File: config.mk
export PLATFORM = sky130hd
export DESIGN_NAME = uvs_queue
export DESIGN_NICKNAME = d
export VERILOG_FILES = /design/src/sv/uvs_pkg.sv /design/src/sv/uvs_queue.sv
export SDC_FILE = /design/constraint.sdc
export NUM_CORES = 1
export LEC_CHECK = 0
export ABC_AREA = 0
export BUFFER_PORTS_ARGS = -buffer_cell sky130_fd_sc_hd__buf_2
export CORE_MARGIN = 2
export CORE_UTILIZATION = 35
export CTS_CLUSTER_SIZE = 25
export DETAILED_ROUTE_END_ITERATION = 6
export PLACE_DENSITY_LB_ADDON = 0.08
export REMOVE_ABC_BUFFERS = 1
export SYNTH_ARGS = -nofsm -noshare
export SYNTH_HDL_FRONTEND = slang
export SYNTH_SLANG_ARGS = --single-unit
File: constraint.sdc
create_clock -name clk -period 2.6 [get_ports clk]
set_input_delay 0.13 -clock clk [delete_from_list [all_inputs] [get_ports clk]]
set_output_delay 0.13 -clock clk [all_outputs]
set_load 0.02 [all_outputs]
File: src/sv/uvs_pkg.sv
`timescale 1ns / 1ps
package uvs_pkg;

	// Grid limits and field widths
	localparam int MAX_DIVISIONS = 1024;
	localparam int CNT_W         = 11;
	localparam int ADDR_W        = 4;

	// Register map, by word index
	localparam logic [1:0] REG_RADIUS  = 2'd0;
	localparam logic [1:0] REG_SECTORS = 2'd1;
	localparam logic [1:0] REG_STACKS  = 2'd2;

	// Divider: one integer bit, then 32 fraction bits, four per stage
	localparam int DIV_FRAC   = 32;
	localparam int DIV_BITS   = 4;
	localparam int DIV_STAGES = DIV_FRAC / DIV_BITS;
	localparam int DIV_LAT    = DIV_STAGES + 1;

	// CORDIC: 24 steps, two per stage, plus entry and exit registers
	localparam int CORDIC_STEPS     = 24;
	localparam int CORDIC_PER_STAGE = 2;
	localparam int CORDIC_STAGES    = CORDIC_STEPS / CORDIC_PER_STAGE;
	localparam int COR_LAT          = CORDIC_STAGES + 2;
	localparam logic signed [32:0] CORDIC_ONE = 33'sd652032874;

	// Arctangent of 2^-i in fractions of a full turn, 2^32 = one turn
	function automatic logic [31:0] atan_turn(input int i);
		logic [31:0] a;
		case (i)
			0:  a = 32'd536870912;
			1:  a = 32'd316933406;
			2:  a = 32'd167458907;
			3:  a = 32'd85004756;
			4:  a = 32'd42667331;
			5:  a = 32'd21354465;
			6:  a = 32'd10679838;
			7:  a = 32'd5340245;
			8:  a = 32'd2670163;
			9:  a = 32'd1335087;
			10: a = 32'd667544;
			11: a = 32'd333772;
			12: a = 32'd166886;
			13: a = 32'd83443;
			14: a = 32'd41722;
			15: a = 32'd20861;
			16: a = 32'd10430;
			17: a = 32'd5215;
			18: a = 32'd2608;
			19: a = 32'd1304;
			20: a = 32'd652;
			21: a = 32'd326;
			22: a = 32'd163;
			23: a = 32'd81;
			default: a = 32'd0;
		endcase
		return a;
	endfunction

	// Count as used: zero acts as one, large values cap at the maximum
	function automatic logic [CNT_W-1:0] eff_count(input logic [CNT_W-1:0] c);
		logic [CNT_W-1:0] r;
		if (c == '0)
			r = CNT_W'(1);
		else if (c > CNT_W'(MAX_DIVISIONS))
			r = CNT_W'(MAX_DIVISIONS);
		else
			r = c;
		return r;
	endfunction

	// Radius times Q1.30 value, rounded to Q8.8 and saturated
	function automatic logic [16:0] sat_pos(input logic signed [49:0] v);
		logic signed [49:0] r;
		logic [16:0] o;
		r = (v + 50'sd536870912) >>> 30;
		if (r > 50'sd65535)
			o = 17'd65535;
		else if (r < -50'sd65535)
			o = 17'h10001;
		else
			o = r[16:0];
		return o;
	endfunction

	// Q1.30 value rounded to Q1.14 and saturated
	function automatic logic [15:0] sat_nrm(input logic signed [32:0] v);
		logic signed [32:0] r;
		logic [15:0] o;
		r = (v + 33'sd32768) >>> 16;
		if (r > 33'sd16384)
			o = 16'd16384;
		else if (r < -33'sd16384)
			o = 16'hC000;
		else
			o = r[15:0];
		return o;
	endfunction

	typedef struct packed {
		logic [15:0]      radius;
		logic [CNT_W-1:0] sectors;
		logic [CNT_W-1:0] stacks;
	} cfg_t;

	typedef struct packed {
		logic [CNT_W-1:0] stack;
		logic [CNT_W-1:0] sector;
		logic             clamped;
	} item_t;

	typedef struct packed {
		logic        clamped;
		logic [16:0] tex_u;
		logic [16:0] tex_v;
	} meta_t;

	typedef struct packed {
		logic [16:0] pos_x;
		logic [16:0] pos_y;
		logic [16:0] pos_z;
		logic [15:0] normal_x;
		logic [15:0] normal_y;
		logic [15:0] normal_z;
		logic [16:0] tex_u;
		logic [16:0] tex_v;
		logic        index_clamped;
	} result_t;

endpackage

File: src/sv/uvs_queue.sv
`timescale 1ns / 1ps
module uvs_queue import uvs_pkg::*; (
	input  logic  clk,
	input  logic  arst_n,
	input  logic  wr,
	input  item_t wr_item,
	output logic  full,
	input  logic  rd,
	output item_t rd_item,
	output logic  nonempty
);

	item_t      mem_q [4];
	logic [1:0] wp_q, rp_q;
	logic [2:0] cnt_q;

	assign full     = cnt_q == 3'd4;
	assign nonempty = cnt_q != 3'd0;
	assign rd_item  = mem_q[rp_q];

	// Entry storage
	always_ff @(posedge clk) begin
		if (wr)
			mem_q[wp_q] <= wr_item;
	end

	// Pointers and fill count
	always_ff @(posedge clk or negedge arst_n) begin
		if (!arst_n) begin
			wp_q  <= '0;
			rp_q  <= '0;
			cnt_q <= '0;
		end else begin
			if (wr)
				wp_q <= wp_q + 2'd1;
			if (rd)
				rp_q <= rp_q + 2'd1;
			cnt_q <= cnt_q + {2'b0, wr} - {2'b0, rd};
		end
	end

endmodule

; Word-level counts from Yosys, hierarchy flattened
; Memory sizes are Yosys's and may differ from the RTL's.
; Cells that the tools add are included.
[op_classes]
n_addsub = 4
n_mul = 0
n_div = 0
order_cmp = 0
n_eq_ne = 1
n_shift = 0
mux = 2
n_bitwise = 0
n_reduce_logical = 1
[ops]
columns = op, n
row1 = "2-bit by 1-bit adder with 2-bit output, second input constant", 2
row2 = 3-bit by 1-bit adder with 3-bit output, 1
row3 = "3-bit == test, second input constant", 1
row4 = 3-bit nonzero test, 1
row5 = 3-bit by 1-bit subtractor with 3-bit output, 1
row6 = 1-bit 2-to-1 mux, 2
[word_totals]
regBits = 7
latchBits = 0
ramBits = 92
mem_bits_ro = 0
in_bits = 27
output_inout_bits = 25
word_cells = 12
mem_count = 1
[mem_list]
columns = memory, depth, width, rd, rd_clocked_by_memory_dff, wr, line_no
row1 = mem_q, 4, 23, 1, 0, 1, uvs_queue.sv:13  ; item_t mem_q [4];

; Logic depth before layout (Yosys ltp)
; Gate-level depths: netlist (run 1).
[depth]
depth_word = 2
ltp_mapped = 7
depth_no_buf = 7

; Least setup slack after synthesis (run 1)
; OpenSTA, ideal clock, no wires.
[synth_path]
path_type = reg2reg
start = reg wp_q[0]
end = mem mem_q[0][0] in the netlist's numbering, enable pin
setup_ns = 0.382
t_arrival_ns = 1.208
t_required_ns = 2.218
slack_ns = 1.010
path_stages_with_launch = 4
path_buffers = 0
period_less_slack_ns = 1.590
path_cell_list = dfrtp_1 -> inv_1 -> ha_1 -> and2_1
[synth_lines]
columns = item, line_no
row1 = start: declaration, uvs_queue.sv:14  ; logic [1:0] wp_q, rp_q;
row2 = start signal: assignment, uvs_queue.sv:35  ; wp_q <= wp_q + 2'd1;
row3 = end: declaration, uvs_queue.sv:13
; Straight into the memory's write port.

==> results of run 1 <==
area by class of cell:
type,instances,area (µm²),share of cell area
flip-flops and latches,99,2940,0.632
multi-input cells,44,726,0.156
repair buffers,87,601,0.129
well taps,136,170,0.0366
clock buffers,14,153,0.0328
clock inverters,2,37.5,0.00808
inverters,6,22.5,0.00485
state kept, by name (all words and copies together) (netlist names):
| register | cells |
|---|---|
| rp_q | 2 |
| wp_q | 2 |
| mem_q | 92 |
| cnt_q | 3 |
synthesized netlist by cell type (all sizes together):
master	count	area (µm²)
dfrtp	7	175
mux4	23	537
inv	6	22.5
buf	6	66.3
fa	1	20.0
edfxtp	92	2760
xor2	3	26.3
xnor2	2	17.5
o21ai	1	5.00
ha	6	75.1
and3	1	6.26
or3	1	6.26
and2	4	25.0
nand2	2	7.51
stage by stage:
stage / instances / total power [mW] / worst slack [ps] / instance area [µm²]
detailed placement: 347 / 3.96 / 909 / 4210
finish: 388 / 4.86 / 538 / 4650
global placement: 347 / 3.88 / 921 / 4210
global route: 388 / 5.13 / 415 / 4650
CTS: 388 / 4.95 / 478 / 4650
floorplan: 149 / 3.32 / 622 / 3690
what timing repair did:
action,CTS,global route
endpoints found under the hold margin,100,0
resized for setup,0,0
hold buffers,25,0
how the worst max path moves through the flow:
stage / start / to / slack [ps] / cells after the start
after global placement: rp_q[0] / rd_item[9] / 920 / 3
after global routing: rp_q[0] / rd_item[11] / 420 / 3
after CTS: rp_q[0] / rd_item[6] / 480 / 3
after floorplan: rp_q[0] / rd_item[0] / 620 / 1
final: rp_q[0] / rd_item[11] / 540 / 3
after detailed placement: rp_q[0] / rd_item[6] / 910 / 3
worst max-delay path, stage by stage (launching register included):
cell and delay [ps]:
dfrtp_2 650, buf_12 230, mux4_2 520, buf_2 180
kinds of logic (layout without fill, tap and decap cells):
kind of cell | count (synthesis) | count (layout)
AO/OA/AOI/OAI | 1 | 1
XOR/XNOR | 5 | 5
adder cells (fa/ha/maj) | 7 | 7
buffers and inverters | 12 | 109
flip-flops | 99 | 99
multiplexers | 23 | 23
AND/OR/NAND/NOR | 8 | 8
where the power goes:
part	switching [mW]	internal, mW
clock network	0.489	0.474
registers	0.146	2.10
logic	0.920	0.737
total	1.56	3.31
layer usage:
| metal | share of wire | GRT usage | up-vias |
|---|---|---|---|
| li1 | - | - | 815 |
| met1 | 0.41 | 0.147 | 947 |
| met2 | 0.53 | 0.224 | 46 |
| met3 | 0.035 | 0.0309 | 14 |
| met4 | 0.027 | 0.0751 | 0 |
| met5 | 0 | 0 | - |
==> summary.md, run 1 <==
| Metric | Value |
|---|---|
| Antenna Nets Post-Route | `0` |
| Post-Route WL | `6.89 mm` |
| Kind of critical path | `reg -> out` |
| CP max FO | `13` |
| Sequential-to-total area share from yosys stat | `0.783` |
| H-tree Lvls | `3` |
| Synth Area per Inst | `24.2 µm²` |
| Antenna violations before repair | `0` |
| CTS tree | `yes` |
| Max-slew violations | `0` |
| Initial Utilization | `0.362` |
| CP Capture Type | `output pin` |
| Post-Syn Area | `3750 µm²` |
| Slew margin rel. | `0.715` |
| IO Count | `52` |
| DR pass1 iterations | `4` |
| Reg2reg setup slack | `920 ps` |
| Bufs on Longest Clock Path | `2` |
| RSZ-0062 raised after global routing | `no` |
| Largest family of logic cells by synthesized area | `multiplexers` |
| Max VDD drop | `0.406 mV` |
| Most frequent cells in the layout | `92 x edfxtp_1, 51 x buf_2, 25 x dlygate4sd3_1, 18 x mux4_2` |
| Largest net degree at the start of global routing | `16` |
| Post-Syn Instances | `155` |
| Worst Hold Class | `in -> reg` |
| Hold_ws | `35.5 ps` |
| XOR/XNOR Fraction of Synth Area | `0.0117` |
| Share of cells above drive strength 1 | `0.369` |
| Distinct cell type count after synthesis | `17` |
| Core area | `10400 µm²` |
| Clk slew on worst S/H paths | `90 ps` |
| Adder-cell share of the synthesized area | `0.0253` |
| Nets@finish | `281` |
| Worst skew pair latency | `360 ps` |
| Outcome | `finished clean` |
| Post-synthesis mux area share | `0.143` |
| TNS Setup | `0 ps` |
| CTS Buf Count | `9` |
| Synth Area in Compound Gates | `0.00133` |
| # fillers | `920` |
| All-layer global routing usage | `0.130` |
| RePlAce Congestion | `0.661` |
| Final Cycle Share | `0.793` |
| Drt drc | `0` |
| DR vias | `1822` |
| Clock sink count | `99` |
| Max-cap viol count | `0` |
| Total gr overflow | `0` |
| Post-layout util | `0.448` |
| N_diodes | `0` |
| Row count | `37` |
| Reg2Reg Depth | `7` |
| Die area | `11600 µm²` |
| WL per Instance | `17.7 µm` |
| Die Ht | `108 µm` |
| Final min period | `2060 ps` |
| R2r endpoint | `cnt_q[2]` |
| Yosys reg bits | `99` |
| Power Dens Cells | `1050 nW/µm²` |
| YS warnings | `0` |
| Dpl hpwl | `4.50 mm` |
| Global-route wire length before repair | `10.7 mm` |
| Worst Skew | `5.37 ps` |
| Simple-gate portion of the synthesized area | `0.0120` |
| Worst Tran Pin Value | `428 ps` |
| Vias in the first global route | `2056` |
| Die Wd | `108 µm` |
| F_max | `0.485 GHz` |
| CP required | `2470 ps` |
| Hold Crit Start | `wr` |
| Leak Pwr | `1.67 nW` |
| Critical path arrival | `1930 ps` |
| Hold Path Depth | `2` |
| Hold Crit Endpoint | `wp_q[0]` |
| DR iter-0 viols | `82` |
| CP Launch Type | `flip-flop` |
| # setup viols final | `0` |
| PortBufs | `51` |
| Routed vias/inst | `4.70` |
| Final hold viol count | `0` |
| Root buf cell | `clkbuf_8` |
| Post-CTS setup buffer count | `0` |
| Most common cell after layout, fill and taps aside | `edfxtp_1` |
| Layout overhead on the synthesized area | `23.9%` |
| Worst r2r src | `cnt_q[0]` |
Power figures use the tool's default switching activity.
==> run 2: changes to the inputs <==
--- a/config.mk
+++ b/config.mk
@@ -5,7 +5,7 @@
 export SDC_FILE = /design/constraint.sdc
 export NUM_CORES = 1
 export LEC_CHECK = 0
-export ABC_AREA = 0
+export ABC_AREA = 1
 export BUFFER_PORTS_ARGS = -buffer_cell sky130_fd_sc_hd__buf_2
 export CORE_MARGIN = 2
 export CORE_UTILIZATION = 35
==> constraint.sdc (replaced) <==
create_clock -name clk -period 1.9 [get_ports clk]
set_input_delay 0.095 -clock clk [delete_from_list [all_inputs] [get_ports clk]]
set_output_delay 0.095 -clock clk [all_outputs]
set_load 0.02 [all_outputs]
==> summary.md, run 2 <==
| Metric | Value |
|---|---|
| CTS Buf Count | `9` |
| # setup viols final | `0` |
| DR pass1 iterations | `4` |
| H-tree Lvls | `3` |
| Dpl ws | `274 ps` |
| Bufs on Longest Clock Path | `2` |
| Routed vias/inst | `4.27` |
| Most frequent cells in the layout | `126 x nand2_1, 105 x inv_1, 92 x edfxtp_1, 51 x buf_2, 48 x nand3_1` |
| PortBufs | `51` |
| Max-cap viol count | `0` |
| Layout overhead on the synthesized area | `24.4%` |
| Die Wd | `114 µm` |
| Vias in the first global route | `2725` |
| WL per Instance | `13.4 µm` |
| Kind of critical path | `reg -> out` |
| Cells along the critical path | `inv_2, buf_12, nand2_1, nand3_1, nand2_1, buf_2` |
| Max reg flops | `92` |
| Critical path arrival | `1590 ps` |
| Root buf cell | `clkbuf_16` |
| Total gr overflow | `0` |
| IO Count | `52` |
| All-layer global routing usage | `0.147` |
| Yosys reg bits | `99` |
| Post-CTS setup buffer count | `0` |
| Psw | `2.97 mW` |
| CTS tree | `yes` |
| DR vias | `2745` |
| RePlAce Congestion | `0.711` |
| Synth Area per Inst | `10.5 µm²` |
| Largest net degree at the start of global routing | `37` |
| Post-Syn Area | `4260 µm²` |
| CP max FO | `36` |
| Nets@finish | `526` |
| Core area | `12000 µm²` |
| N_diodes | `0` |
| CP Capture Type | `output pin` |
| Post-Syn Instances | `405` |
| Final hold viol count | `0` |
| Initial Utilization | `0.356` |
| Max-slew violations | `0` |
| TNS Setup | `0 ps` |
| Sw frac | `0.377` |
| CP Launch Type | `flip-flop` |
| Largest stage delay on the critical path | `410 ps` |
| CTS resizes | `0` |
| Antenna violations before repair | `0` |
| Post-synth top cells | `126 x nand2_1, 105 x inv_1, 92 x edfxtp_1` |
| Final Cycle Share | `0.887` |
| Most common cell after layout, fill and taps aside | `nand2_1` |
| RSZ-0062 raised after global routing | `no` |
| Top Registers | `mem_q: 92 flops, cnt_q: 3 flops` |
| Clk slew on worst S/H paths | `60 ps` |
| Clock sink count | `99` |
| Ys async rst share | `0.0707` |
| Clock share of power | `0.221` |
| Die area | `13100 µm²` |
| DR iter-0 viols | `100` |
| Distinct cell type count after synthesis | `15` |
| Worst Skew | `4.69 ps` |
| Post-Route WL | `8.61 mm` |
| Sequential-to-total area share from yosys stat | `0.690` |
| Worst path most repeated cell | `nand2_1` |
| CP max-delay cell | `dfrtp_2` |
| Reg2reg setup slack | `270 ps` |
| Leak Pwr | `2.51 nW` |
| Post-layout util | `0.443` |
| Die Ht | `114 µm` |
| Top-area cell type share of the netlist area | `0.648` |
| Post-synth top flop | `edfxtp_1` |
| Global-route wire length before repair | `14.2 mm` |
| Slew margin rel. | `0.742` |
| Power Dens Cells | `1490 nW/µm²` |
| Antenna Nets Post-Route | `0` |
| Worst skew pair latency | `340 ps` |
| Sequential share of power | `0.381` |
| Combinational share of power | `0.398` |
| Pwr Total | `7.88 mW` |
| YS warnings | `0` |
| Max VDD drop | `0.612 mV` |
| Most common cell in the synthesized netlist | `nand2_1` |
| Dpl hpwl | `5.39 mm` |
| Share of cells above drive strength 1 | `0.157` |
| Area contributors post-synth | `edfxtp_1 65%, nand2_1 11%, inv_1 9.3%` |
| F_max | `0.593 GHz` |
| Row count | `40` |
| Worst Tran Pin Value | `386 ps` |
| Final worst setup slack | `215 ps` |
| Drt drc | `0` |
| Worst Hold Class | `in -> reg` |
| Synth area leader | `edfxtp_1` |
| Hold_ws | `66.9 ps` |
| Final min period | `1690 ps` |
| Internal power | `4.91 mW` |
| Top reg by flops | `mem_q` |
| CP required | `1800 ps` |
| EDFF count, synth | `92` |
| Outcome | `finished clean` |
[run 2: per-layer routing]
| metal | routed length (µm) | track usage | vias up | share of wire |
|---|---|---|---|---|
| met3 | 252 | 0.0386 | 13 | 0.029 |
| li1 | - | - | 1425 | - |
| met2 | 3840 | 0.223 | 47 | 0.45 |
| met5 | 0 | 0 | - | 0 |
| met4 | 156 | 0.0626 | 0 | 0.018 |
| met1 | 4350 | 0.200 | 1260 | 0.51 |
[run 2: path summary, 6_finish.rpt]
path                              end  depth (start not counted)     start
setup / recovery           rd_item[1]                          6   rp_q[0]
setup reg to reg             cnt_q[2]                          9  cnt_q[0]
max in group asynchronous     rp_q[0]                          2    arst_n
hold / removal                wp_q[0]                          2        wr
hold reg to reg              cnt_q[2]                          2  cnt_q[2]
min in group asynchronous    cnt_q[2]                          2    arst_n
[run 2: cells by family (layout without fill, tap and decap cells)]
kind of cell	Yosys count	count (layout)	synth area share
AOI/OAI and AO/OA	1	1	0.00117
xor gates and xnor gates	3	3	0.00617
adders and majority gates	7	7	0.0223
buffers and inverters	120	211	0.112
DFF	99	99	0.690
and+or+nand+nor	175	175	0.169
[run 2: area by class of cell]
class / instances / area [µm²]
clock buffer: 11 / 233
clock inverter: 4 / 42.5
fill: 1125 / 6660
inverter: 106 / 398
multi-input combinational: 186 / 845
sequential: 99 / 2940
tap: 147 / 184
timing repair buffer: 90 / 661
[run 2: per-stage QoR]
stage	instances	area, µm²
6_report	643	5300
5_1_grt	643	5300
3_5_place_dp	603	4780
2_1_floorplan	391	4180
4_1_cts	643	5300
3_3_place_gp	603	4780
[run 2: what timing repair did]
item / 4_1_cts / 5_1_grt
endpoints found under the hold margin: 100 / 0
setup endpoints to repair: 0 / 0
hold buffers: 25 / 0
[run 2: worst max-delay path, delay by kind of cell (launching register included)]
family	cells	cell delay (ps)
buffers and inverters	3	600
DFF	1	410
and+or+nand+nor	3	220
[run 2: power by group through the flow]
stage	registers (mW)	clock network, mW	logic (mW)
2_1_floorplan	3.16	0	1.77
3_3_place_gp	3.04	0	3.14
3_5_place_dp	3.05	0	3.17
4_1_cts	3.00	1.81	3.22
5_1_grt	3.04	1.89	3.55
6_report	3.00	1.74	3.14
