File: src/sv/uvs_pkg.sv
`timescale 1ns / 1ps
package uvs_pkg;

	// Grid limits and field widths
	localparam int MAX_DIVISIONS = 1024;
	localparam int CNT_W         = 11;
	localparam int ADDR_W        = 4;

	// Register map, by word index
	localparam logic [1:0] REG_RADIUS  = 2'd0;
	localparam logic [1:0] REG_SECTORS = 2'd1;
	localparam logic [1:0] REG_STACKS  = 2'd2;

	// Divider: one integer bit, then 32 fraction bits, four per stage
	localparam int DIV_FRAC   = 32;
	localparam int DIV_BITS   = 4;
	localparam int DIV_STAGES = DIV_FRAC / DIV_BITS;
	localparam int DIV_LAT    = DIV_STAGES + 1;

	// CORDIC: 24 steps, two per stage, plus entry and exit registers
	localparam int CORDIC_STEPS     = 24;
	localparam int CORDIC_PER_STAGE = 2;
	localparam int CORDIC_STAGES    = CORDIC_STEPS / CORDIC_PER_STAGE;
	localparam int COR_LAT          = CORDIC_STAGES + 2;
	localparam logic signed [32:0] CORDIC_ONE = 33'sd652032874;

	// Arctangent of 2^-i in fractions of a full turn, 2^32 = one turn
	function automatic logic [31:0] atan_turn(input int i);
		logic [31:0] a;
		case (i)
			0:  a = 32'd536870912;
			1:  a = 32'd316933406;
			2:  a = 32'd167458907;
			3:  a = 32'd85004756;
			4:  a = 32'd42667331;
			5:  a = 32'd21354465;
			6:  a = 32'd10679838;
			7:  a = 32'd5340245;
			8:  a = 32'd2670163;
			9:  a = 32'd1335087;
			10: a = 32'd667544;
			11: a = 32'd333772;
			12: a = 32'd166886;
			13: a = 32'd83443;
			14: a = 32'd41722;
			15: a = 32'd20861;
			16: a = 32'd10430;
			17: a = 32'd5215;
			18: a = 32'd2608;
			19: a = 32'd1304;
			20: a = 32'd652;
			21: a = 32'd326;
			22: a = 32'd163;
			23: a = 32'd81;
			default: a = 32'd0;
		endcase
		return a;
	endfunction

	// Count as used: zero acts as one, large values cap at the maximum
	function automatic logic [CNT_W-1:0] eff_count(input logic [CNT_W-1:0] c);
		logic [CNT_W-1:0] r;
		if (c == '0)
			r = CNT_W'(1);
		else if (c > CNT_W'(MAX_DIVISIONS))
			r = CNT_W'(MAX_DIVISIONS);
		else
			r = c;
		return r;
	endfunction

	// Radius times Q1.30 value, rounded to Q8.8 and saturated
	function automatic logic [16:0] sat_pos(input logic signed [49:0] v);
		logic signed [49:0] r;
		logic [16:0] o;
		r = (v + 50'sd536870912) >>> 30;
		if (r > 50'sd65535)
			o = 17'd65535;
		else if (r < -50'sd65535)
			o = 17'h10001;
		else
			o = r[16:0];
		return o;
	endfunction

	// Q1.30 value rounded to Q1.14 and saturated
	function automatic logic [15:0] sat_nrm(input logic signed [32:0] v);
		logic signed [32:0] r;
		logic [15:0] o;
		r = (v + 33'sd32768) >>> 16;
		if (r > 33'sd16384)
			o = 16'd16384;
		else if (r < -33'sd16384)
			o = 16'hC000;
		else
			o = r[15:0];
		return o;
	endfunction

	typedef struct packed {
		logic [15:0]      radius;
		logic [CNT_W-1:0] sectors;
		logic [CNT_W-1:0] stacks;
	} cfg_t;

	typedef struct packed {
		logic [CNT_W-1:0] stack;
		logic [CNT_W-1:0] sector;
		logic             clamped;
	} item_t;

	typedef struct packed {
		logic        clamped;
		logic [16:0] tex_u;
		logic [16:0] tex_v;
	} meta_t;

	typedef struct packed {
		logic [16:0] pos_x;
		logic [16:0] pos_y;
		logic [16:0] pos_z;
		logic [15:0] normal_x;
		logic [15:0] normal_y;
		logic [15:0] normal_z;
		logic [16:0] tex_u;
		logic [16:0] tex_v;
		logic        index_clamped;
	} result_t;

endpackage

File: src/sv/uvs_front.sv
`timescale 1ns / 1ps
module uvs_front import uvs_pkg::*; (
	input  cfg_t             cfg,
	input  logic [CNT_W-1:0] stack_index,
	input  logic [CNT_W-1:0] sector_index,
	input  logic             push,
	output logic             full,
	input  logic             q_full,
	output logic             q_wr,
	output item_t            q_item
);

	logic st_over, se_over;

	// Clamp each index to its count and flag it
	always_comb begin
		st_over = stack_index > cfg.stacks;
		se_over = sector_index > cfg.sectors;
		q_item.stack   = st_over ? cfg.stacks : stack_index;
		q_item.sector  = se_over ? cfg.sectors : sector_index;
		q_item.clamped = st_over | se_over;
	end

	assign full = q_full;
	assign q_wr = push & ~q_full;

endmodule

File: config.mk
export PLATFORM = sky130hd
export DESIGN_NAME = uvs_front
export DESIGN_NICKNAME = d
export VERILOG_FILES = /design/src/sv/uvs_pkg.sv /design/src/sv/uvs_front.sv
export SDC_FILE = /design/constraint.sdc
export NUM_CORES = 1
export LEC_CHECK = 0
export BUFFER_PORTS_ARGS = -buffer_cell sky130_fd_sc_hd__buf_2
export CAP_MARGIN = 10
export CORE_MARGIN = 1.5
export CORE_UTILIZATION = 38
export DETAILED_ROUTE_END_ITERATION = 12
export PLACE_DENSITY = 0.84
export SYNTH_ARGS = -nofsm -noshare
export SYNTH_HDL_FRONTEND = slang
export SYNTH_SLANG_ARGS = --single-unit
File: constraint.sdc
create_clock -name vclk -period 2.83
set_clock_uncertainty 0.15 [all_clocks]
set_input_delay 0.283 -clock vclk [all_inputs]
set_output_delay 0.283 -clock vclk [all_outputs]
set_load 0.01 [all_outputs]
# Yosys cells after proc, flatten, opt, wreduce, memory -nomap -nowiden

Index checks and enable logic that the tools add are counted.

Register bits: 0
Bits of input ports: 62
Output and inout port bits: 25
Logic and storage cells: 7

$lt $le $gt $ge: 2
Mux-type cells: 2
Bitwise operators: 3

Operators with widths:

| cell                | count |
|---|---|
| 11-bit > comparator | 2 |
| 11-bit 2-to-1 mux   | 2 |
| 1-bit AND           | 1 |
| 1-bit NOT           | 1 |
| 1-bit bitwise OR    | 1 |

# Depth between registers and ports, before layout

Gate-level depths: netlist of the first run.

Depth after elaboration: 2
Mapped depth: 9
Gate-level depth less buffers: 8

# Worst setup path before layout of the first run

OpenSTA, ideal clock, no wires.

Path kind: input to output
Start point: input port cfg[21] (netlist name)
End point: output port q_item[10] (netlist name)
Arrival time: 1.838 ns
Data required time: 2.397 ns
Setup slack: 0.559 ns
Cell stages on the path: 9
Path buffers: 1
Cell sequence: inv_1 ha_1 nand3_2 nor3_4 a221oi_1 o21a_2 a41oi_2 buf_6 mux2_4

RTL lines:

| item               | line            | RTL |
|---|---|---|
| start: declaration | uvs_front.sv:3  | `input cfg_t cfg,` |
| end: declaration   | uvs_front.sv:10 | `output item_t q_item` |

==> results of run 1 <==
==> cell type report <==
class	count	area (µm²)	area share (%)
timing repair buffer	74	390	30.6
tap	28	35.0	2.75
multi-input combinational	78	767	60.2
inverter	22	82.6	6.48
==> cells by family (layout without fill, tap and decap cells) <==
logic type / Yosys count / after routing / share of synthesized area (%)
AND/OR/NAND/NOR: 15 / 15 / 10.7
AO/OA/AOI/OAI: 21 / 21 / 15.9
multiplexers: 20 / 20 / 29.6
buffers and inverters: 25 / 96 / 12.4
adder cells (fa/ha/maj): 22 / 22 / 31.4
==> critical path: stages <==
cell and delay, ps:
buf_2 90, inv_1 40, ha_1 300, nand3_2 110, nor3_4 230, a221oi_1 110
o21a_2 150, a41oi_2 200, buf_12 180, mux2_2 330, buf_2 140
==> power groups by stage <==
stage / registers (mW) / clock network (mW) / logic (mW)
CTS: 0 / 0 / 0.260
global placement: 0 / 0 / 0.253
detailed placement: 0 / 0 / 0.259
floorplan: 0 / 0 / 0.161
finish: 0 / 0 / 0.257
global route: 0 / 0 / 0.285
==> through the flow <==
stage | utilization, % | worst slack (ps) | area [µm²] | std cells | hold slack [ps]
after floorplan | - | 559 | 876 | 103 | 462
after global placement | 58.2 | 252 | 1270 | 202 | 613
after detailed placement | 58.2 | 236 | 1270 | 202 | 621
after CTS | 58.2 | 231 | 1270 | 202 | 621
after global routing | 58.2 | 77.2 | 1270 | 202 | 626
final | 58.2 | 255 | 1270 | 202 | 619
==> worst min path at each step <==
stage | start | cells after the start | slack (ps) | end
6_report | q_full | 2 | 620 | full
2_1_floorplan | q_full | 1 | 460 | q_wr
3_5_place_dp | q_full | 2 | 620 | full
5_1_grt | q_full | 2 | 630 | full
3_3_place_gp | q_full | 2 | 610 | full
4_1_cts | q_full | 2 | 620 | full
==> per-layer routing <==
layer / part of all wire, % / up-vias / GRT usage, %
met1: 39 / 414 / 15.6
met5: 0 / - / 0
met4: 0 / 0 / 0
met3: 8.4 / 0 / 0.877
met2: 53 / 44 / 33.1
li1: - / 514 / -
==> cell usage in the layout, fill, tap and decap left out <==
master     instances
a21o_1             2
mux2_4             9
nor3_2             1
nor2_1             1
buf_2             71
a41oi_1            1
a41oi_2            1
nand4_1            2
o21ai_0            5
inv_1             22
nor2b_1            1
o21a_2             1
or2_1              1
o21ai_1            1
nand3_2            1
ha_1              22
a21oi_1            7
buf_12             1
a221oi_1           1
nor3_4             1
nand2_1            5
a211oi_1           1
mux2_2            11
o2bb2ai_1          1
buf_4              2
nand3_1            2
==> results.json, run 1 <==
{
  "status": "completed",
  "slew_viol_final": 0,
  "start_util_pct": 40.0,
  "slew_headroom_pct": 85.0,
  "vias_per_cell": 4.81,
  "crit_path_start": "cfg[20]",
  "vias": 972,
  "coreArea_um2": 2190,
  "antenna_found_initial": 0,
  "syn_nets": 187,
  "drt_iter0_markers": 3,
  "tightest_slew_ps": 223,
  "first_global_vias": 863,
  "wl_per_cell_um": 9.84,
  "critPathLaunchType": "primary input",
  "synthTopCellsByArea": "ha_1 (31%), mux2_4 (15%), mux2_2 (14%)",
  "switching_power_mw": 0.117,
  "grt_pass1_wl_um": 3220,
  "setup_viol": 0,
  "synthToLayoutAreaGrowth_pct": 45.6,
  "dp_hpwl_um": 1870,
  "die_width_um": 51.0,
  "swShare_pct": 45.6,
  "finalHoldViolCount": 0,
  "yosysSeqAreaShare_pct": 0,
  "rows": 17,
  "nFlopsAndLatches": 0,
  "worstPathMaxFanout": 11,
  "antenna_left": 0,
  "gp_congestion": 0.675,
  "pin_count": 87,
  "crit_end": "q_item[1]",
  "drt_wl_total_um": 1990,
  "crit_type": "primary input to output pin",
  "finalCritPeriodShare_pct": 91.0,
  "nNetsFinal": 260,
  "power_mw": 0.257,
  "yosys_warnings": 0,
  "portBuffers": 71,
  "hold_path.class": "primary input to output pin",
  "overflow": 0,
  "seqCellArea_um2": 0,
  "netlist_area_um2": 876,
  "fillers": 219,
  "synthCells": 103,
  "p_clk_share_pct": 0,
  "synth_top_area_share_pct": 31.4,
  "p_leak_nw": 0.780,
  "power-per-cell-area_nw_per_um2": 201,
  "tns_ps": 0,
  "avgSynthCellArea_um2": 8.50,
  "die_area_um2": 2600,
  "drc": 0,
  "num_antenna_cells": 0,
  "ir_drop_v": 0.000110,
  "synthTopCellsByCount": "ha_1 (22), inv_1 (22), mux2_2 (11)",
  "track_usage_pct": 15.0,
  "cp.arrival_ps": 2140,
  "yosysTopAreaCell": "ha_1",
  "postCtsSetupRepairBufs": 0,
  "synth_cell_type_count": 25,
  "p_int_mw": 0.140,
  "rsz0062_at_grt": "false",
  "finalCriticalPeriod_ps": 2570,
  "seq_power_share_pct": 0,
  "cp_data_required_time_ps": 2400,
  "end_kind": "output pin",
  "post_cts_resized": 0,
  "drive_gt1_share_pct": 56.9,
  "clock_buffers": 0,
  "cap_violations": 0,
  "share_comb_of_total_power_pct": 100.0,
  "grt_max_degree": 12,
  "cts_hold_buf": 0,
  "die_h_um": 51.0,
  "drt_pass1_iterations": 2,
  "clock.fmax_mhz": 388
}
Power figures use the tool's default switching activity.
==> run 2: changes to the inputs <==
--- a/config.mk
+++ b/config.mk
@@ -7,7 +7,7 @@
 export LEC_CHECK = 0
 export BUFFER_PORTS_ARGS = -buffer_cell sky130_fd_sc_hd__buf_2
 export CAP_MARGIN = 10
-export CORE_MARGIN = 1.5
+export CORE_MARGIN = 4
 export CORE_UTILIZATION = 38
 export DETAILED_ROUTE_END_ITERATION = 12
 export PLACE_DENSITY = 0.84
==> constraint.sdc (replaced) <==
create_clock -name vclk -period 2.9
set_clock_uncertainty 0.15 [all_clocks]
set_input_delay 0.435 -clock vclk [all_inputs]
set_output_delay 0.435 -clock vclk [all_outputs]
set_load 0.01 [all_outputs]
==> run 2 against run 1 <==
  * First-iteration DRC count rose to 6.0 times the previous value
  * Critical path depth unchanged
  * Hold slack better by 300 ps
  * Die area up 21%
  * Final area up 7.8%
  * Non-clock buffer count up 4
  * Combinational power up 7%
  * Cell count up 2.0%
==> results.json, run 2 (synthesized netlist as in run 1, its figures left out) <==
{
  "status": "completed",
  "max_stage_delay_ps": 310,
  "die_area_um2": 3140,
  "end_kind": "output pin",
  "grt_max_degree": 12,
  "fillers": 185,
  "wl_met1_um": 911,
  "clock_buffers": 0,
  "wl_met3_um": 284,
  "multi_input_area_um2": 845,
  "die_h_um": 56.0,
  "drc": 0,
  "final_common_cell": "buf_2",
  "drt_pass1_iterations": 2,
  "drive_gt1_share_pct": 62.9,
  "drt_wl_total_um": 2560,
  "mostFrequentLayoutCells": "buf_2 (71), inv_1 (22), ha_1 (18)",
  "coreArea_um2": 2210,
  "portBuffers": 71,
  "slowest_stage": "ha_1",
  "nFlopsAndLatches": 0,
  "layoutNonFillerInstCount": 206,
  "tightest_slew_ps": 230,
  "setup_viol": 0,
  "gp_congestion": 0.783,
  "ir_drop_v": 0.000107,
  "worstPathMaxFanout": 7,
  "start_util_pct": 39.6,
  "overflow": 0,
  "slew_headroom_pct": 84.6,
  "antenna_found_initial": 0,
  "dp_hpwl_um": 2010,
  "power-per-cell-area_nw_per_um2": 200,
  "cp.arrival_ps": 2270,
  "clock.fmax_mhz": 350,
  "num_antenna_cells": 0,
  "slew_viol_final": 0,
  "wl_per_cell_um": 12.4,
  "grt_pass1_wl_um": 3470,
  "path_cells": "buf_2, inv_1, ha_1, nand2_2, o21ai_1, a21oi_1, o21a_2, a41oi_2, buf_6, mux2_4, buf_2",
  "cp_num_buf_inv": 4,
  "drt_iter0_markers": 18,
  "routed.top_layer": "met4",
  "track_usage_pct": 12.6,
  "cp_data_required_time_ps": 2320,
  "cap_violations": 0,
  "crit_type": "primary input to output pin",
  "die_width_um": 56.0,
  "critPathLaunchType": "primary input",
  "hold_path.class": "primary input to output pin",
  "cp_top_family": "compound AO/OA/AOI/OAI gates",
  "wl_met2_um": 1350,
  "nNetsFinal": 264,
  "synthToLayoutAreaGrowth_pct": 56.9,
  "finalCriticalPeriod_ps": 2850,
  "antenna_left": 0,
  "finish.instance_area_um2": 1370,
  "placed_area_um2": 1270,
  "dp_cells": 203,
  "rows": 17,
  "finalCritPeriodShare_pct": 98.4,
  "pin_count": 87,
  "vias": 1041,
  "seqCellArea_um2": 0,
  "finalHoldViolCount": 0,
  "vias_per_cell": 5.05,
  "p_leak_nw": 0.806,
  "first_global_vias": 933,
  "cp_common_cell": "buf_2"
}
-- run 2: repair_timing --
action | in CTS | in global routing
hold buffers | 0 | 0
hold endpoints to repair | 0 | 0
gates resized for setup | 0 | 14
buffers inserted | 0 | 2
setup endpoints to repair | 0 | 20
-- run 2: metrics by stage --
stage	setup slack [ps]	TNS [ps]	total power [mW]	hold slack, ps	utilization [%]
2_1_floorplan	325	0	0.157	766	-
3_3_place_gp	43.3	0	0.243	919	57.4
4_1_cts	8.35	0	0.250	924	57.4
3_5_place_dp	9.33	0	0.249	924	57.4
5_1_grt	-38.8	-240	0.304	936	62.1
6_report	45.6	0	0.275	921	62.1
-- run 2: power breakdown --
group	internal [mW]	switching, mW
Clock	0	0
Sequential	0	0
Combinational	0.147	0.128
Total	0.147	0.128
-- run 2: layout make-up --
cell class / instances / area share [%]
inverters: 22 / 6.01
repair buffers: 78 / 30.0
multi-input cells: 78 / 61.5
well taps: 28 / 2.55
-- run 2: layer usage --
layer | vias up | global-route usage [%]
met3 | 2 | 2.55
met2 | 51 | 26.4
li1 | 520 | -
met5 | - | 0
met1 | 468 | 13.4
met4 | 0 | 0
-- run 2: path summary, 6_finish.rpt --
| kind | startpoint | endpoint | cells after the start |
|---|---|---|---|
| max | cfg[16] | q_item[5] | 11 |
| min | q_full | full | 2 |
==> run 3: changes to the inputs <==
--- a/config.mk
+++ b/config.mk
@@ -11,6 +11,7 @@
 export CORE_UTILIZATION = 38
 export DETAILED_ROUTE_END_ITERATION = 12
 export PLACE_DENSITY = 0.84
+export SETUP_SLACK_MARGIN = 0.1
 export SYNTH_ARGS = -nofsm -noshare
 export SYNTH_HDL_FRONTEND = slang
 export SYNTH_SLANG_ARGS = --single-unit
==> run 3 against run 2 <==
  * Final area up 38%
  * Die area is the same
  * Largest cell class unchanged
  * Critical path depth stayed put
  * Largest power group unchanged
==> results.json, run 3 (synthesized netlist as in run 1, its figures left out) <==
{
  "crit_type": "primary input to output pin",
  "dp_hpwl_um": 2010,
  "vias_per_cell": 5.31,
  "path_cells": "buf_2, inv_1, ha_1, nand2_1, o21ai_1, o2bb2ai_2, nor3_2, a41oi_2, buf_6, mux2_4, buf_6",
  "layoutNonFillerInstCount": 210,
  "pin_count": 87,
  "ir_drop_v": 0.000170,
  "grt_pass1_wl_um": 3960,
  "cts_hold_buf": 0,
  "drt_iter0_markers": 17,
  "rows": 17,
  "num_antenna_cells": 0,
  "finalCritPeriodShare_pct": 98.2,
  "p_leak_nw": 0.948,
  "finalHoldViolCount": 0,
  "end_kind": "output pin",
  "setup_ws_ps": 52.4,
  "hold_path.class": "primary input to output pin",
  "grt_max_degree": 8,
  "share_comb_of_total_power_pct": 100.0,
  "antenna_left": 0,
  "cp_top_family": "compound AO/OA/AOI/OAI gates",
  "drt_pass1_iterations": 4,
  "drc": 0,
  "overflow": 0,
  "tns_ps": 0,
  "cp_data_required_time_ps": 2320,
  "gp_congestion": 0.783,
  "clock.fmax_mhz": 351,
  "nNetsFinal": 268,
  "seq_power_share_pct": 0,
  "switching_power_mw": 0.177,
  "dp_cells": 203,
  "p_int_mw": 0.242,
  "portBuffers": 71,
  "antenna_found_initial": 0,
  "seqCellArea_um2": 0,
  "vias": 1115,
  "slowest_stage": "ha_1",
  "die_area_um2": 3140,
  "critPathLaunchType": "primary input",
  "slew_headroom_pct": 81.3,
  "final_common_cell": "buf_6",
  "cp_num_buf_inv": 4,
  "clock_buffers": 0,
  "p_clk_share_pct": 0,
  "wl_per_cell_um": 17.9,
  "worstPathMaxFanout": 6,
  "setup_viol": 0,
  "drt_wl_total_um": 3760,
  "die_width_um": 56.0,
  "track_usage_pct": 14.8,
  "synthToLayoutAreaGrowth_pct": 116,
  "slew_viol_final": 0,
  "nFlopsAndLatches": 0,
  "power_mw": 0.419,
  "mostFrequentLayoutCells": "buf_6 (39), buf_2 (34), mux2_4 (20)",
  "cp.arrival_ps": 2260,
  "finalCriticalPeriod_ps": 2850,
  "first_global_vias": 1012,
  "preCtsSetupSlack_ps": 9.33,
  "tightest_slew_ps": 278,
  "cp_common_cell": "buf_6",
  "swShare_pct": 42.3,
  "status": "completed",
  "rsz0062_at_grt": "true",
  "max_stage_delay_ps": 320,
  "coreArea_um2": 2210,
  "cap_violations": 0,
  "power-per-cell-area_nw_per_um2": 222,
  "start_util_pct": 39.6,
  "die_h_um": 56.0,
  "drive_gt1_share_pct": 80.2
}
[run 3: through the flow]
| stage | area [µm²] | hold WS (ps) | util (%) |
|---|---|---|---|
| 6_report | 1890 | 928 | 85.4 |
| 5_1_grt | 1890 | 945 | 85.4 |
| 4_1_cts | 1360 | 924 | 61.5 |
| 3_5_place_dp | 1270 | 924 | 57.4 |
| 3_3_place_gp | 1270 | 919 | 57.4 |
| 2_1_floorplan | 876 | 766 | - |
[run 3: repair_timing]
item	4_1_cts	5_1_grt
cloned	1	0
pin swaps	4	23
buffers inserted	1	5
endpoints found under the setup margin	20	21
resized for setup	14	97
[run 3: layout make-up]
class / instances / area [µm²]
fillers: 103 / 323
inverters: 22 / 90.1
multi-input cells: 78 / 1080
well taps: 28 / 35.0
repair buffers: 82 / 684
[run 3: power groups by stage]
stage                     clock network, mW  logic (mW)  registers [mW]
final                                     0       0.419               0
after global routing                      0       0.446               0
after CTS                                 0       0.271               0
after detailed placement                  0       0.249               0
after global placement                    0       0.243               0
after floorplan                           0       0.157               0
[run 3: worst paths after layout]
kind                         end    from  cells past startpoint
worst max-delay path  q_item[18]  cfg[1]                     11
worst min-delay path        full  q_full                      2
[run 3: per-layer routing]
metal  wire length (µm)  track usage [%]
met1               1340             15.1
met2               1980             30.9
met3                334             2.78
met4                106             1.36
met5                  0                0
